$ cat config.mk
export PLATFORM = sky130hd
export DESIGN_NAME = hetc_ctrl
export DESIGN_NICKNAME = d
export VERILOG_FILES = /design/src/rtl/hetc_pkg.sv /design/src/rtl/hetc_ctrl.sv
export SDC_FILE = /design/constraint.sdc
export NUM_CORES = 1
export LEC_CHECK = 0
export BUFFER_PORTS_ARGS = -buffer_cell sky130_fd_sc_hd__clkbuf_2
export CORE_MARGIN = 8
export CORE_UTILIZATION = 57
export CTS_BUF_LIST = sky130_fd_sc_hd__clkbuf_4
export DETAILED_ROUTE_END_ITERATION = 7
export PLACE_DENSITY = 0.82
export SYNTH_ARGS = -nofsm -noshare
export SYNTH_HDL_FRONTEND = slang
export SYNTH_SLANG_ARGS = --single-unit
$ cat constraint.sdc
create_clock -name clk -period 3.2 [get_ports clk]
set_clock_uncertainty 0.05 [all_clocks]
set_input_delay 0.64 -clock clk [delete_from_list [all_inputs] [get_ports clk]]
set_output_delay 0.64 -clock clk [all_outputs]
set_load 0.01 [all_outputs]
$ cat src/rtl/hetc_pkg.sv
`default_nettype none
package hetc_pkg;

	localparam int MAX_COMMANDS = 256;
	localparam int ANGLE_BITS = 12;
	localparam int ANGLE_STEPS = 1 << ANGLE_BITS;
	localparam int FRAC_BITS = 12;
	localparam int SC_W = FRAC_BITS + 2;

	localparam logic [16:0] SIN_A = 17'd102873;
	localparam logic [16:0] SIN_B = 17'd41906;
	localparam logic [16:0] SIN_C = 17'd4569;

	localparam logic OPC_NODE = 1'b0;

	typedef enum logic [3:0] {
		OP_NONE,
		OP_INIT,
		OP_SINE,
		OP_ROT,
		OP_NODE,
		OP_LOADP,
		OP_COMP,
		OP_ANC,
		OP_COMMIT,
		OP_EMIT,
		OP_EMIT_BAD
	} op_t;

	typedef enum logic [3:0] {
		ST_IDLE,
		ST_DECIDE,
		ST_INIT,
		ST_SINE,
		ST_ROT,
		ST_NODE,
		ST_LOADP,
		ST_COMP,
		ST_ANC,
		ST_COMMIT,
		ST_EMIT,
		ST_EMIT_BAD
	} state_t;

	typedef struct packed {
		op_t        op;
		logic [1:0] axis;
		logic       fn;
		logic [1:0] row;
		logic [1:0] col;
		logic [3:0] cnt;
		logic [1:0] mterm;
		logic       mul_en;
		logic [1:0] aterm;
		logic       acc_en;
		logic       acc_first;
		logic       wb_en;
		logic       take;
		logic       out_load;
	} cmd_t;

	typedef struct packed {
		logic is_node;
		logic ovf;
		logic bad;
		logic out_free;
	} stat_t;

	function automatic logic [3:0] idx3(input logic [1:0] r, input logic [1:0] c);
		idx3 = 4'({r, 1'b0}) + 4'(r) + 4'(c);
	endfunction

	function automatic logic signed [15:0] sat16(input logic signed [37:0] x);
		if (x > 38'sd32767)
			sat16 = 16'sh7fff;
		else if (x < -38'sd32768)
			sat16 = 16'sh8000;
		else
			sat16 = 16'(x);
	endfunction

	function automatic logic signed [31:0] sat32(input logic signed [37:0] x);
		if (x > 38'sd2147483647)
			sat32 = 32'sh7fffffff;
		else if (x < -38'sd2147483648)
			sat32 = 32'sh80000000;
		else
			sat32 = 32'(x);
	endfunction

endpackage
`default_nettype wire

$ cat src/rtl/hetc_ctrl.sv
`default_nettype none
module hetc_ctrl (
	input  wire logic            clk,
	input  wire logic            arst_n,
	input  wire logic            item_valid,
	output logic                 item_stall,
	input  wire hetc_pkg::stat_t stat,
	output hetc_pkg::cmd_t       cmd
);

	hetc_pkg::state_t state_q, state_d;
	logic [1:0] axis_q, axis_d;
	logic       fn_q, fn_d;
	logic [1:0] row_q, row_d;
	logic [1:0] col_q, col_d;
	logic [3:0] cnt_q, cnt_d;
	logic [2:0] st_q, st_d;
	logic [2:0] nterms;
	logic       task_done;

	always_ff @(posedge clk or negedge arst_n) begin
		if (!arst_n) begin
			state_q <= hetc_pkg::ST_IDLE;
			axis_q  <= '0;
			fn_q    <= 1'b0;
			row_q   <= '0;
			col_q   <= '0;
			cnt_q   <= '0;
			st_q    <= '0;
		end else begin
			state_q <= state_d;
			axis_q  <= axis_d;
			fn_q    <= fn_d;
			row_q   <= row_d;
			col_q   <= col_d;
			cnt_q   <= cnt_d;
			st_q    <= st_d;
		end
	end

	always_comb begin
		state_d = state_q;
		axis_d  = axis_q;
		fn_d    = fn_q;
		row_d   = row_q;
		col_d   = col_q;
		cnt_d   = cnt_q;
		st_d    = st_q;
		item_stall = (state_q != hetc_pkg::ST_IDLE);

		case (state_q)
			hetc_pkg::ST_SINE: nterms = 3'd1;
			hetc_pkg::ST_ROT:  nterms = 3'd2;
			hetc_pkg::ST_COMP: nterms = 3'd3;
			hetc_pkg::ST_ANC:  nterms = 3'd3;
			default:           nterms = 3'd0;
		endcase

		cmd           = '0;
		cmd.op        = hetc_pkg::OP_NONE;
		cmd.axis      = axis_q;
		cmd.fn        = fn_q;
		cmd.row       = row_q;
		cmd.col       = col_q;
		cmd.cnt       = cnt_q;
		cmd.mterm     = st_q[1:0];
		cmd.mul_en    = (nterms != 3'd0) && (st_q < nterms);
		cmd.aterm     = 2'(st_q - 3'd1);
		cmd.acc_en    = (nterms != 3'd0) && (st_q >= 3'd1) && (st_q <= nterms);
		cmd.acc_first = (st_q == 3'd1);
		cmd.wb_en     = (nterms != 3'd0) && (st_q == nterms + 3'd1);
		task_done     = cmd.wb_en;
		if (nterms != 3'd0)
			st_d = task_done ? 3'd0 : st_q + 3'd1;

		case (state_q)
			hetc_pkg::ST_IDLE: begin
				cmd.take = item_valid;
				if (item_valid)
					state_d = hetc_pkg::ST_DECIDE;
			end
			hetc_pkg::ST_DECIDE: begin
				if (!stat.is_node && (stat.ovf || stat.bad))
					state_d = hetc_pkg::ST_EMIT_BAD;
				else
					state_d = hetc_pkg::ST_INIT;
			end
			hetc_pkg::ST_INIT: begin
				cmd.op  = hetc_pkg::OP_INIT;
				state_d = hetc_pkg::ST_SINE;
				axis_d  = '0;
				fn_d    = 1'b0;
				row_d   = '0;
				col_d   = '0;
				st_d    = '0;
			end
			hetc_pkg::ST_SINE: begin
				cmd.op = hetc_pkg::OP_SINE;
				if (task_done) begin
					if (col_q == 2'd3) begin
						col_d = '0;
						if (!fn_q) begin
							fn_d = 1'b1;
						end else begin
							fn_d    = 1'b0;
							row_d   = '0;
							state_d = hetc_pkg::ST_ROT;
						end
					end else begin
						col_d = col_q + 2'd1;
					end
				end
			end
			hetc_pkg::ST_ROT: begin
				cmd.op = hetc_pkg::OP_ROT;
				if (task_done) begin
					if (row_q == 2'd0) begin
						row_d = 2'd1;
					end else begin
						row_d = '0;
						if (col_q == 2'd2) begin
							col_d = '0;
							if (axis_q == 2'd2) begin
								cnt_d   = '0;
								state_d = stat.is_node ? hetc_pkg::ST_NODE
								                       : hetc_pkg::ST_LOADP;
							end else begin
								axis_d  = axis_q + 2'd1;
								state_d = hetc_pkg::ST_SINE;
							end
						end else begin
							col_d = col_q + 2'd1;
						end
					end
				end
			end
			hetc_pkg::ST_NODE: begin
				cmd.op  = hetc_pkg::OP_NODE;
				state_d = hetc_pkg::ST_IDLE;
			end
			hetc_pkg::ST_LOADP: begin
				cmd.op = hetc_pkg::OP_LOADP;
				if (cnt_q == 4'd9) begin
					cnt_d   = '0;
					row_d   = '0;
					col_d   = '0;
					state_d = hetc_pkg::ST_COMP;
				end else begin
					cnt_d = cnt_q + 4'd1;
				end
			end
			hetc_pkg::ST_COMP: begin
				cmd.op = hetc_pkg::OP_COMP;
				if (task_done) begin
					if (col_q == 2'd2) begin
						col_d = '0;
						if (row_q == 2'd2) begin
							row_d   = '0;
							state_d = hetc_pkg::ST_ANC;
						end else begin
							row_d = row_q + 2'd1;
						end
					end else begin
						col_d = col_q + 2'd1;
					end
				end
			end
			hetc_pkg::ST_ANC: begin
				cmd.op = hetc_pkg::OP_ANC;
				if (task_done) begin
					if (row_q == 2'd2) begin
						row_d   = '0;
						state_d = hetc_pkg::ST_COMMIT;
					end else begin
						row_d = row_q + 2'd1;
					end
				end
			end
			hetc_pkg::ST_COMMIT: begin
				cmd.op  = hetc_pkg::OP_COMMIT;
				row_d   = '0;
				state_d = hetc_pkg::ST_EMIT;
			end
			hetc_pkg::ST_EMIT: begin
				cmd.op = hetc_pkg::OP_EMIT;
				if (stat.out_free) begin
					cmd.out_load = 1'b1;
					if (row_q == 2'd2) begin
						row_d   = '0;
						state_d = hetc_pkg::ST_IDLE;
					end else begin
						row_d = row_q + 2'd1;
					end
				end
			end
			hetc_pkg::ST_EMIT_BAD: begin
				cmd.op = hetc_pkg::OP_EMIT_BAD;
				if (stat.out_free) begin
					cmd.out_load = 1'b1;
					state_d      = hetc_pkg::ST_IDLE;
				end
			end
			default: begin
				state_d = hetc_pkg::ST_IDLE;
			end
		endcase
	end

endmodule
`default_nettype wire

-- After elaboration in Yosys (flattened, before gate mapping)
Index checks and enable logic that the tools add are counted.
- logic and storage cells: 141
- bits in registers: 18
- reductions and logical operators: 26
- eq/ne operators: 36
- $lt $le $gt $ge: 3
- multiplexer cells: 62
- add/subtract/negate cells: 7
- operator list (operator ; number):
    $mux 4 ; 22
    $pmux 4 s11 ; 1
    $mux 2 ; 21
    $pmux 4 s10 ; 1
    $ne 2x2->1 const B ; 18
    $eq 4x4->1 const B ; 5
    $eq 4x3->1 const B ; 4
    $reduce_and 16->1 ; 1
    $pmux 2 s7 ; 1
    $mux 3 ; 4
    $pmux 2 s5 ; 1
    $reduce_and 10->1 ; 1
    $reduce_and 5->1 ; 2
    $eq 2x2->1 const B ; 4
    $eq 4x2->1 const B ; 2
    $pmux 4 s2 ; 1
    $reduce_bool 2->1 ; 4
    $mux 1 ; 7
    $reduce_bool 7->1 ; 1
    $add 2x1->2 const B ; 3
    $add 3x1->3 const B ; 2
    $pmux 2 s3 ; 1
    $reduce_and 6->1 ; 1
    $reduce_or 2->1 ; 3
    other kinds (19) ; 23

-- Longest topological paths before layout
- word-level depth: 9
- gate-level depth with buffers: 11
- depth with buffers taken out: 9

-- Worst setup path before layout
OpenSTA, ideal clock, no wires.
- kind: reg2out
- from: reg state_q[0]
- to: out cmd[2] (netlist bit)
- arrival time: 2.129 ns
- path slack: 0.381 ns
- data required time: 2.510 ns
- cell stages (with the launch flop): 12
- path through: dfrtp_1 buf_4 nor2_1 a21boi_0 nor2_1 ha_1 xnor2_1 nand2b_1 o21bai_2 buf_2 inv_1 buf_4
- longest elaborated chain between the ends: 6
- ends and longest elaborated chain (item ; RTL line ; text):
    from (decl) ; hetc_ctrl.sv:11 ; hetc_pkg::state_t state_q, state_d;
    from (signal assigned) ; hetc_ctrl.sv:23 ; state_q <= hetc_pkg::ST_IDLE;
    from (signal assigned) ; hetc_ctrl.sv:31 ; state_q <= state_d;
    $eq 4x4->1 or $eq 4x3->1 (tied branches) ; hetc_ctrl.sv:51 ; case (state_q)
    $reduce_or 2->1 (no line) ; - ;
    $pmux 2 s3 * ; hetc_ctrl.sv:51 ;
    $add 3x1->3 ; hetc_ctrl.sv:71 ; cmd.wb_en = (nterms != 3'd0) && (st_q == nterms + 3'd1);
    $eq 3x3->1 ; hetc_ctrl.sv:71 ;
    $logic_and 1x1->1 * ; hetc_ctrl.sv:71 ;
    to (decl) ; hetc_ctrl.sv:8 ; output hetc_pkg::cmd_t cmd
Every way passes the cells marked *; elsewhere a longest branch is shown, timed or not.

==> results.toml <==
[timing]
fin_tns_setup_ns = 0
slew_headroom_pct = 67.4
fin_crit_sh_pct = 95.2
slew_violations = 0
min_period_ns = 3.05
hold_ws_ns = 0.215
rsz0062_at_grt = "no"
worst_pin_slew_ns = 0.486
finalSetupViolCount = 0
fmax_mhz = 328
hold_viol = 0

[grt]
track_usage_pct = 17.1
grt_pass1_wl_um = 7060
overflow = 0
grt_pass1_vias = 1508
grt_max_degree = 19
antenna_found_initial = 0

[setup_path]
critPathMaxStageDelay_ns = 0.55
cp_slowest_cell = "or4b_4"
crit_fanout = 6
cp_top_family = "simple AND/OR/NAND/NOR gates"
path_class = "register to primary output"
cp.arrival_ns = 2.36
worst_setup_path_start_kind = "register"
crit_path_cell_trace = "or4b_4 > o21a_1 > ha_1 > xnor2_1 > nand2b_1 > o21bai_4 > inv_1 > clkbuf_2"
end_kind = "primary output"
r2r_cells = 9
r2r_slack_ns = 0.27
timing.rr.start = "state_q[1]$_DFFE_PN0P_"
worst_ep_required_time_ns = 2.51
path_buf_inv = 2
r2r-end = "state_q[0]$_DFFE_PN0P_"

[logic_synthesis]
ys.warnings.count = 0
synth.area.top_cells = "dfrtp_1 (28%), ha_1 (8.5%), nor2_1 (6.7%)"
netlist_area_mm2 = 0.00163
yosys.area.top_type_share_pct = 27.7
synthesis.nets = 224
ys_types = 53
synth_ff_type = "dfrtp_1"
ys_ff_latch = 18
async_reset_ff_share_pct = 100
synth_cells = 206
synth_edf_count = 0
avgSynthCellArea_um2 = 7.90
yosys.area.top_type = "dfrtp_1"
yosysSeqAreaShare_pct = 27.7

[cts]
clock_latency_ns = 0.31
cts.sinks = 18
clk_path_buf_depth = 2
cts_buffers = 3
cts_tree = "built"
clk_pin_slew_ns = 0.11
clockRootBuffer = "clkbuf_4"
htree_num_levels = 1
cts_hold_buf = 0

[power_and_ir_drop]
p_int_uw = 960
cellLeakagePower_uw = 0.000934
cellPowerDensity_mw_per_mm2 = 1010
switching_share_pct = 49.9
power_frac_comb_pct = 71.0
ir_drop_uv = 803
clock_power_share_pct = 6.3
p_sw_uw = 958
seqPwrFrac_pct = 22.6

[floorplanning]
initial_utilization_pct = 59.5
top_level_ports = 33
rows = 19
die_w_um = 69.4
die_h_um = 69.4
core_mm2 = 0.00273
dieArea_mm2 = 0.00482

[placement]
dp_hpwl_um = 3130
portBuffers = 32
place.gp.congestion = 0.850

[drt]
wire_per_inst_um = 15.5
drc = 0
antenna_left = 0
drt_first_pass_iters = 4
vias = 1652
drt_wl_total_um = 4250
avgViaCountPerCell = 6.03
drt-initial-drc-count = 129

[final_layout]
final_common_cell = "clkbuf_2"
num-nets-final = 262
syn_to_final_growth_pct = 17.0
final_layout_size_suffix_gt1_share_pct = 25.5
layout_common_cells = "clkbuf_2 (32), nor2_1 (28), nand2_1 (18)"
diodes = 0

[min_path]
hp-class = "input port to asynchronous set/reset pin"

[outcome]
status = "finished, final reports clean"

[flow_run]
maxCapViolations = 0
## per-layer routing
layer  part of all wire, %  track usage, %  vias up  routed length (µm)
met5                     0               0        -                   0
met3                   6.2            5.15       10                 265
met4                   1.8            5.69        0                  78
met2                    48            27.3       53                2040
li1                      -               -      806                   -
met1                    44            21.2      783                1860
## cells by family after synthesis
group | Yosys count | synth area share (%)
buffers and inverters | 30 | 8.23
DFF | 18 | 27.7
adders and majority gates | 11 | 8.46
AOI/OAI and AO/OA | 60 | 26.1
xor gates and xnor gates | 3 | 1.62
and+or+nand+nor | 74 | 21.4
muxes | 10 | 6.54
## how the worst max path moves through the flow
stage	slack (ns)	startpoint	depth (start not counted)	to
after floorplan	0.38	state_q[0]$_DFFE_PN0P_	11	cmd[2]
after global placement	0.29	state_q[0]$_DFFE_PN0P_	8	cmd[2]
after detailed placement	0.24	state_q[0]$_DFFE_PN0P_	8	state_q[2]$_DFFE_PN0P_
after CTS	0.01	state_q[1]$_DFFE_PN0P_	8	cmd[2]
after global routing	0.02	state_q[1]$_DFFE_PN0P_	7	cmd[4]
final	0.15	state_q[1]$_DFFE_PN0P_	8	cmd[2]
## flip-flops by register name, indices dropped and copies added (netlist names)
| register | cells |
|---|---|
| cnt_q | 4 |
| state_q | 4 |
| st_q | 3 |
| axis_q | 2 |
| col_q | 2 |
| row_q | 2 |
| fn_q | 1 |
## synthesized netlist by cell type, types with 4 or more instances
cell type,n
o211ai_1,4
o21ai_0,9
nand2b_1,7
a21oi_1,13
inv_1,16
nor3_1,4
buf_4,5
clkbuf_1,4
nand2_1,18
dfrtp_1,18
nor2_1,29
mux2i_1,5
ha_1,11
## final cells by class
class                           instances  area (µm²)
Sequential cell                        18         453
Timing Repair Buffer                   46         265
Fill cell                             232         831
Tap cell                               31        38.8
Clock buffer                            3        22.5
Clock inverter                          1        3.75
Inverter                               17        63.8
Multi-Input combinational cell        158        1060
## worst register-to-register path: cells and delay by family (launching register included)
kind / cells / cell delay (ns)
and+or+nand+nor: 2 / 0.61
adders and majority gates: 1 / 0.32
AOI/OAI and AO/OA: 3 / 0.71
muxes: 1 / 0.36
DFF: 1 / 0.46
buffers and inverters: 1 / 0.19
xor gates and xnor gates: 1 / 0.13
## metrics by stage
| stage | std cells | setup WS (ns) | cell area [µm²] | total power (µW) | utilization, % |
|---|---|---|---|---|---|
| 2_1_floorplan | 206 | 0.381 | 1630 | 1350 | - |
| 6_report | 274 | 0.154 | 1900 | 1920 | 69.6 |
| 4_1_cts | 269 | 0.0101 | 1860 | 1850 | 68.0 |
| 3_3_place_gp | 265 | 0.293 | 1820 | 1680 | 66.7 |
| 5_1_grt | 274 | 0.0195 | 1900 | 2100 | 69.6 |
| 3_5_place_dp | 265 | 0.236 | 1820 | 1700 | 66.7 |
## timing repair
item,CTS,global route
setup endpoints to repair,1,2
setup buffers,0,5
resized for setup,2,4
pin swaps,0,0
## power by group through the flow
stage / Clock [µW] / Combinational (µW) / Sequential, µW
final: 121 / 1360 / 434
after global routing: 135 / 1520 / 446
after CTS: 123 / 1290 / 433
after detailed placement: 0 / 1270 / 436
after global placement: 0 / 1250 / 430
after floorplan: 0 / 952 / 400
No activity file was read; power rests on OpenSTA's default activity.
